File: src/sv/cwu_pkg.sv
// cwu_pkg: shared types and constants for the cpu window utilization block
// transaction payload structs, share scaling constants and the multiply shift table
// no dependencies

package cwu_pkg;

    // counter and field widths
    localparam int COUNTER_WIDTH_DEF = 64;
    localparam int FIELD_W           = 64;
    localparam int SHARE_W           = 17;

    // share scale is 100000 = 2^16 + 2^15 + 2^10 + 2^9 + 2^7 + 2^5
    localparam int SHARE_SCALE = 100000;
    localparam int MUL_TERMS   = 6;
    localparam int MUL_IDX_W   = $clog2(MUL_TERMS);
    localparam int SHIFT_W     = $clog2(SHARE_W);
    localparam int STEP_W      = $clog2(SHARE_W);

    // input transaction
    typedef struct packed {
        logic [FIELD_W-1:0] wall_cycles;
        logic [FIELD_W-1:0] idle_cycles;
    } t_in;

    // output transaction
    typedef struct packed {
        logic               first_sample;
        logic [SHARE_W-1:0] work_share_milli;
        logic [SHARE_W-1:0] idle_share_milli;
        logic [FIELD_W-1:0] window_total;
        logic [FIELD_W-1:0] window_idle;
        logic [FIELD_W-1:0] window_work;
    } t_out;

    // shift amount of each set bit of the share scale
    function automatic logic [SHIFT_W-1:0] mul_shift(input logic [MUL_IDX_W-1:0] idx);
        logic [SHIFT_W-1:0] sh;
        sh = '0;
        case (idx)
            3'd0:    sh = SHIFT_W'(16);
            3'd1:    sh = SHIFT_W'(15);
            3'd2:    sh = SHIFT_W'(10);
            3'd3:    sh = SHIFT_W'(9);
            3'd4:    sh = SHIFT_W'(7);
            3'd5:    sh = SHIFT_W'(5);
            default: sh = '0;
        endcase
        return sh;
    endfunction

endpackage

File: src/sv/cpu_window_utilization.sv
// cpu_window_utilization: top level, window differences and share computation
// one shared add/subtract unit under a small sequencer; uses cwu_pkg
// results leave through an output register

// Takes snapshots of a wall-cycle counter and an idle-cycle counter and reports,
// for the window since the previous snapshot, the total, clamped idle and work
// cycle counts plus work and idle shares in thousandths of a percent (rounded
// half up, zero for an empty window). The first snapshot after reset only
// primes the stored state and returns a result flagged first_sample with all
// other fields zero. Every later snapshot runs from acceptance to the result
// register through window differences and clamping (S_TOT, S_IDL, S_CLP), then
// for each share a shift-add scale multiply over the 6 set bits of the scale,
// one rounding add and 17 restoring-division steps, all on one adder of
// COUNTER_WIDTH+17 bits; an empty window skips the shares. Input stall is high
// while a snapshot is in work. A finished result may wait in the output
// register while the next snapshot is accepted.

module cpu_window_utilization #(
    parameter int COUNTER_WIDTH = cwu_pkg::COUNTER_WIDTH_DEF
) (
    input  logic          i_clk,
    input  logic          i_rst_n,
    input  logic          i_in_valid,
    output logic          o_in_stall,
    input  cwu_pkg::t_in  i_in,
    output logic          o_out_valid,
    input  logic          i_out_stall,
    output cwu_pkg::t_out o_out
);

    localparam int W  = COUNTER_WIDTH;
    localparam int SW = cwu_pkg::SHARE_W;
    localparam int DW = W + SW;

    // sequencer states
    localparam logic [2:0] S_IDLE = 3'd0;
    localparam logic [2:0] S_TOT  = 3'd1;
    localparam logic [2:0] S_IDL  = 3'd2;
    localparam logic [2:0] S_CLP  = 3'd3;
    localparam logic [2:0] S_MUL  = 3'd4;
    localparam logic [2:0] S_HALF = 3'd5;
    localparam logic [2:0] S_DIV  = 3'd6;
    localparam logic [2:0] S_DONE = 3'd7;

    logic [2:0] r_state, n_state;
    logic       r_primed, n_primed;
    logic [W-1:0] r_last_wall, n_last_wall;
    logic [W-1:0] r_last_idle, n_last_idle;
    logic       r_out_valid, n_out_valid;
    logic [cwu_pkg::STEP_W-1:0] r_step, n_step;
    logic       r_pass, n_pass;

    logic [W-1:0]  r_wall, n_wall;
    logic [W-1:0]  r_idle, n_idle;
    logic [W-1:0]  r_total, n_total;
    logic [W-1:0]  r_widle, n_widle;
    logic [W-1:0]  r_work, n_work;
    logic [DW-1:0] r_acc, n_acc;
    logic [W-1:0]  r_rem, n_rem;
    logic [SW-1:0] r_quo, n_quo;
    logic [SW-1:0] r_work_s, n_work_s;
    logic [SW-1:0] r_idle_s, n_idle_s;
    logic          r_first, n_first;
    cwu_pkg::t_out r_out, n_out;

    logic          in_acc;
    logic          out_acc;
    logic [DW-1:0] alu_a, alu_b, alu_y;
    logic          alu_sub;
    logic          alu_neg;
    logic [W-1:0]  part;
    logic [W:0]    div_shift;

    assign in_acc      = i_in_valid && !o_in_stall;
    assign out_acc     = r_out_valid && !i_out_stall;
    assign o_in_stall  = (r_state != S_IDLE);
    assign o_out_valid = r_out_valid;
    assign o_out       = r_out;

    assign part      = r_pass ? r_widle : r_work;
    assign div_shift = {r_rem, r_quo[SW-1]};

    // operand selection for the shared adder
    always_comb begin
        alu_a   = '0;
        alu_b   = '0;
        alu_sub = 1'b1;
        unique case (r_state)
            S_TOT: begin
                alu_a = {{SW{1'b0}}, r_wall};
                alu_b = {{SW{1'b0}}, r_last_wall};
            end
            S_IDL: begin
                alu_a = {{SW{1'b0}}, r_idle};
                alu_b = {{SW{1'b0}}, r_last_idle};
            end
            S_CLP: begin
                alu_a = {{SW{1'b0}}, r_total};
                alu_b = {{SW{1'b0}}, r_widle};
            end
            S_MUL: begin
                alu_a   = r_acc;
                alu_b   = {{SW{1'b0}}, part}
                          << cwu_pkg::mul_shift(r_step[cwu_pkg::MUL_IDX_W-1:0]);
                alu_sub = 1'b0;
            end
            S_HALF: begin
                alu_a   = r_acc;
                alu_b   = {{(SW+1){1'b0}}, r_total[W-1:1]};
                alu_sub = 1'b0;
            end
            S_DIV: begin
                alu_a = {{(SW-1){1'b0}}, div_shift};
                alu_b = {{SW{1'b0}}, r_total};
            end
            S_IDLE, S_DONE: begin
                alu_a = '0;
                alu_b = '0;
            end
        endcase
    end

    // shared adder; in the subtracting states the operands stay far below the top bit, so it is the borrow
    assign alu_y   = alu_sub ? (alu_a - alu_b) : (alu_a + alu_b);
    assign alu_neg = alu_y[DW-1];

    // sequencer
    always_comb begin
        n_state     = r_state;
        n_primed    = r_primed;
        n_last_wall = r_last_wall;
        n_last_idle = r_last_idle;
        n_out_valid = r_out_valid && !out_acc;
        n_step      = r_step;
        n_pass      = r_pass;
        n_wall      = r_wall;
        n_idle      = r_idle;
        n_total     = r_total;
        n_widle     = r_widle;
        n_work      = r_work;
        n_acc       = r_acc;
        n_rem       = r_rem;
        n_quo       = r_quo;
        n_work_s    = r_work_s;
        n_idle_s    = r_idle_s;
        n_first     = r_first;
        n_out       = r_out;
        unique case (r_state)
            S_IDLE: begin
                if (in_acc) begin
                    n_wall = i_in.wall_cycles[W-1:0];
                    n_idle = i_in.idle_cycles[W-1:0];
                    if (!r_primed) begin
                        // priming snapshot: store it and report zeros
                        n_primed    = 1'b1;
                        n_last_wall = i_in.wall_cycles[W-1:0];
                        n_last_idle = i_in.idle_cycles[W-1:0];
                        n_first     = 1'b1;
                        n_total     = '0;
                        n_widle     = '0;
                        n_work      = '0;
                        n_work_s    = '0;
                        n_idle_s    = '0;
                        n_state     = S_DONE;
                    end else begin
                        n_first = 1'b0;
                        n_state = S_TOT;
                    end
                end
            end
            S_TOT: begin
                n_total = alu_y[W-1:0];
                n_state = S_IDL;
            end
            S_IDL: begin
                n_widle     = alu_y[W-1:0];
                n_last_wall = r_wall;
                n_last_idle = r_idle;
                n_state     = S_CLP;
            end
            S_CLP: begin
                // clamp idle to total
                if (alu_neg) begin
                    n_widle = r_total;
                    n_work  = '0;
                end else begin
                    n_work = alu_y[W-1:0];
                end
                n_work_s = '0;
                n_idle_s = '0;
                n_pass   = 1'b0;
                n_acc    = '0;
                n_step   = '0;
                if (r_total == '0) begin
                    n_state = S_DONE;
                end else begin
                    n_state = S_MUL;
                end
            end
            S_MUL: begin
                n_acc = alu_y;
                if (r_step == cwu_pkg::STEP_W'(cwu_pkg::MUL_TERMS - 1)) begin
                    n_step  = '0;
                    n_state = S_HALF;
                end else begin
                    n_step = r_step + 1'b1;
                end
            end
            S_HALF: begin
                // top bits of the dividend are already below total
                n_rem   = alu_y[DW-1:SW];
                n_quo   = alu_y[SW-1:0];
                n_step  = '0;
                n_state = S_DIV;
            end
            S_DIV: begin
                // one restoring division step
                n_rem = alu_neg ? div_shift[W-1:0] : alu_y[W-1:0];
                n_quo = {r_quo[SW-2:0], !alu_neg};
                if (r_step == cwu_pkg::STEP_W'(SW - 1)) begin
                    n_step = '0;
                    if (!r_pass) begin
                        n_work_s = n_quo;
                        n_pass   = 1'b1;
                        n_acc    = '0;
                        n_state  = S_MUL;
                    end else begin
                        n_idle_s = n_quo;
                        n_state  = S_DONE;
                    end
                end else begin
                    n_step = r_step + 1'b1;
                end
            end
            S_DONE: begin
                // load the output register once it is free
                if (!r_out_valid || out_acc) begin
                    n_out.first_sample     = r_first;
                    n_out.work_share_milli = r_work_s;
                    n_out.idle_share_milli = r_idle_s;
                    n_out.window_total     = cwu_pkg::FIELD_W'(r_total);
                    n_out.window_idle      = cwu_pkg::FIELD_W'(r_widle);
                    n_out.window_work      = cwu_pkg::FIELD_W'(r_work);
                    n_out_valid            = 1'b1;
                    n_state                = S_IDLE;
                end
            end
        endcase
    end

    // control registers
    always_ff @(posedge i_clk) begin
        if (!i_rst_n) begin
            r_state     <= S_IDLE;
            r_primed    <= 1'b0;
            r_last_wall <= '0;
            r_last_idle <= '0;
            r_out_valid <= 1'b0;
            r_step      <= '0;
            r_pass      <= 1'b0;
        end else begin
            r_state     <= n_state;
            r_primed    <= n_primed;
            r_last_wall <= n_last_wall;
            r_last_idle <= n_last_idle;
            r_out_valid <= n_out_valid;
            r_step      <= n_step;
            r_pass      <= n_pass;
        end
    end

    // datapath registers
    always_ff @(posedge i_clk) begin
        r_wall   <= n_wall;
        r_idle   <= n_idle;
        r_total  <= n_total;
        r_widle  <= n_widle;
        r_work   <= n_work;
        r_acc    <= n_acc;
        r_rem    <= n_rem;
        r_quo    <= n_quo;
        r_work_s <= n_work_s;
        r_idle_s <= n_idle_s;
        r_first  <= n_first;
        r_out    <= n_out;
    end

`ifndef ASSERT_OFF
    // division remainder stays below the divisor
    a_rem_below_total: assert property (@(posedge i_clk) disable iff (!i_rst_n)
        (r_state == S_DIV) |-> (r_rem < r_total))
        else $error("division remainder not below window total");

    // share passes only run on a nonempty window
    a_mul_nonzero_total: assert property (@(posedge i_clk) disable iff (!i_rst_n)
        (r_state == S_MUL) |-> (r_total != '0))
        else $error("share computed for empty window");

    // work and clamped idle add up to the window total
    a_window_sum: assert property (@(posedge i_clk) disable iff (!i_rst_n)
        r_out_valid |-> ((r_out.window_work + r_out.window_idle) == r_out.window_total))
        else $error("window work plus idle differs from total");

    // rounded shares add up to full scale, or one above on a double tie
    a_share_sum: assert property (@(posedge i_clk) disable iff (!i_rst_n)
        (r_out_valid && (r_out.window_total != '0)) |->
        (((18'(r_out.work_share_milli) + 18'(r_out.idle_share_milli))
            == 18'(cwu_pkg::SHARE_SCALE)) ||
         ((18'(r_out.work_share_milli) + 18'(r_out.idle_share_milli))
            == 18'(cwu_pkg::SHARE_SCALE + 1))))
        else $error("work and idle shares do not sum to full scale");

    // a priming result carries nothing but the flag
    a_first_zero: assert property (@(posedge i_clk) disable iff (!i_rst_n)
        (r_out_valid && r_out.first_sample) |->
        ((r_out.window_total == '0) && (r_out.work_share_milli == '0) &&
         (r_out.idle_share_milli == '0)))
        else $error("priming result has nonzero fields");
`endif

endmodule

File: config.mk
export PLATFORM = sky130hd
export DESIGN_NAME = cpu_window_utilization
export DESIGN_NICKNAME = d
export VERILOG_FILES = /design/src/sv/cwu_pkg.sv /design/src/sv/cpu_window_utilization.sv
export SDC_FILE = /design/constraint.sdc
export NUM_CORES = 2
export LEC_CHECK = 0
export BUFFER_PORTS_ARGS = -buffer_cell sky130_fd_sc_hd__buf_4
export CAP_MARGIN = 20
export CORE_MARGIN = 3
export CORE_UTILIZATION = 25
export DETAILED_ROUTE_END_ITERATION = 7
export MAX_ROUTING_LAYER = met4
export PLACE_DENSITY = 0.47
export SLEW_MARGIN = 20
export SYNTH_ARGS = -nofsm -noshare
export SYNTH_HDL_FRONTEND = slang
export SYNTH_SLANG_ARGS = --single-unit
File: constraint.sdc
create_clock -name i_clk -period 25.5 [get_ports i_clk]
set_input_delay 5.1 -clock i_clk [delete_from_list [all_inputs] [get_ports i_clk]]
set_output_delay 5.1 -clock i_clk [all_outputs]
set_load 0.02 [all_outputs]
==> results.ini <==
[setup_path]
path_delay_family = compound AO/OA/AOI/OAI gates
critPathLaunchType = flip-flop
reg2regPathDepth = 30
cp.depth = 30
end_kind = flip-flop
cp_common_cell = a21o_1
critPathLaunch = r_step[2]
critical_path_buf_inv_count = 3
max_stage_delay_ns = 0.87
cp_slowest_cell = dfxtp_1
critPathKind = reg -> reg
critPathMaxFanout = 55
reg2reg_from = r_step[2]
required_ns = 25.94
crit_arrival_ns = 11.45

[timing]
rsz0062_at_grt = false
finalHoldViolations = 0
worst_slew_pin_slew_ns = 1.42
finalSetupTns_ns = 0
relSlewSlack = 0.0517
report.final.slew_viol_count = 0
timing.fmax_mhz = 90.9
setup_viol = 0
fin_skew_ns = 0.0505
fin_crit_sh = 0.431
post-route-min-period_ns = 11.00

[floorplan]
floorplan.initialDensity = 0.253
die_area_um2 = 203000
design.core.area_um2 = 196000
ioPinCount = 361
dieHeight_um = 451
chipWidth_um = 451
rows = 162

[clock_tree]
clk_pin_slew_ns = 0.07
cts_setup_buffers = 0
postCtsHoldBufs = 0
insertion_delay_ns = 0.78
cts_tree = yes
root_buffer = clkbuf_16
cts_max_path_buffers = 3
cts_sinks = 883
htreeDepth = 3
cts_made_buffers = 103
postCtsResizedCells = 0

[worst_hold_path]
holdPathStages = 0
hold_path.class = reg -> reg
min-delay-start = r_work_s[15]

[synth]
synth.top_cell.area_share = 0.451
synthTopCellsByArea = edfxtp_1, dfxtp_1, nor2_1
ys_types = 107
yosys_most_used_dff = edfxtp_1
synth_edf_count = 744
yosysTopAreaCell = edfxtp_1
synthCells = 4875
yosysSeqAreaShare = 0.508
synth_seq_cells = 883
async_flop_share = 0
syn_area_per_cell_um2 = 10.2
synth.net_count = 5094
yosys_warnings = 0
synth_area_um2 = 49500

[grt]
grt_pass1_wl_um = 352000
grtUsageTotal = 0.252
antenna_found_initial = 24
grt_max_degree = 191
grt_pass1_vias = 41185
gr-total-overflow = 0

[drt]
viasPerCell = 5.61
wl_um = 260000
route.vias.total = 43833
drc = 0
drt-initial-drc-count = 6052
detail_route.wl_per_cell_um = 33.3
drtAntennaViolNets = 0
drtPass1Iterations = 6

[finish]
fillCellCount = 20403
final_common_cell = edfxtp_1
syn2layout_area_growth_pct = 18.8
nets = 5307
layout_common_cells = edfxtp_1, nor2_1, nand2_1, buf_4, o21ai_0
drive_gt1_frac = 0.162

[flow_run]
cap_violations = 0

[placed_design]
place_congestion = 1.01
hpwl_um = 197000
port_buffers = 360

[status]
run_status = finished, final reports clean

==> through the flow <==
step | hold slack, ns | std cells | utilization | cell area [um^2] | setup WS [ns]
after floorplan | 0.400 | 4875 | - | 49500 | 8.87
after CTS | 0.418 | 7798 | 0.300 | 58700 | 14.77
after global placement | 0.401 | 7607 | 0.282 | 55100 | 14.86
final | 0.416 | 7815 | 0.300 | 58800 | 14.50
after global routing | 0.424 | 7806 | 0.300 | 58800 | 14.04
after detailed placement | 0.405 | 7607 | 0.282 | 55200 | 14.85
==> worst register-to-register path: cells and delay by family, from the launching register on <==
kind	cells	cell delay [ns]
compound gates	14	3.81
simple gates	9	3.21
buf+inv	3	1.65
flops	1	0.87
mux	2	0.48
fa+ha+maj	1	0.41
xor+xnor	1	0.26
==> Yosys cell counts, types with 55 or more instances <==
master and n:
a211oi_1 83, a21o_1 65, a21oi_1 248, a221oi_1 93, a22oi_1 115, a311oi_1 131
and2_1 62, buf_2 58, clkbuf_1 249, dfxtp_1 139, edfxtp_1 744, ha_1 86
inv_1 93, mux2i_1 191, nand2_1 543, nand2b_1 82, nand3_1 155, nor2_1 553
o21ai_0 280, xnor2_1 111, xor2_1 55
==> sequential cells by signal (all words and copies together) (netlist names), 64 cells and up <==
signal	cells
o_out	227
r_acc	81
r_idle	64
r_last_idle	64
r_last_wall	64
r_rem	64
r_total	64
r_wall	64
r_widle	64
r_work	64
==> cells by family after synthesis <==
group,after synthesis,share of synthesized area
xor gates and xnor gates,166,0.0294
muxes,266,0.0599
adders and majority gates,87,0.0221
buffers and inverters,471,0.0413
AOI/OAI and AO/OA,1385,0.192
and+or+nand+nor,1617,0.148
DFF,883,0.508
==> routing by layer <==
| metal | up-vias | part of all wire | track usage |
|---|---|---|---|
| li1 | 18763 | - | - |
| met1 | 22400 | 0.44 | 0.347 |
| met2 | 2355 | 0.44 | 0.373 |
| met3 | 315 | 0.081 | 0.0413 |
| met4 | 0 | 0.039 | 0.0908 |
| met5 | - | 0 | - |
==> path summary, 6_finish.rpt <==
| path | slack, ns | to |
|---|---|---|
| max | 14.50 | r_rem[8] |
| min | 0.42 | o_out[224] |
| max reg2reg | 14.50 | r_rem[8] |
| min reg2reg | 0.42 | o_out[224] |
==> final cells by class <==
type	instances	area, um^2	area share
Clock inverter	55	702	0.0119
Multi-Input combinational cell	3521	22800	0.387
Inverter	94	355	0.00604
Timing Repair Buffer	485	3680	0.0626
Clock buffer	136	2810	0.0478
Tap cell	2624	3280	0.0558
Sequential cell	883	25100	0.428
Antenna cell	17	42.5	0.000723
Power is left out: the tool's default activity adds up to more than one toggle a clock period on the data nets, which glitch-free logic cannot reach.
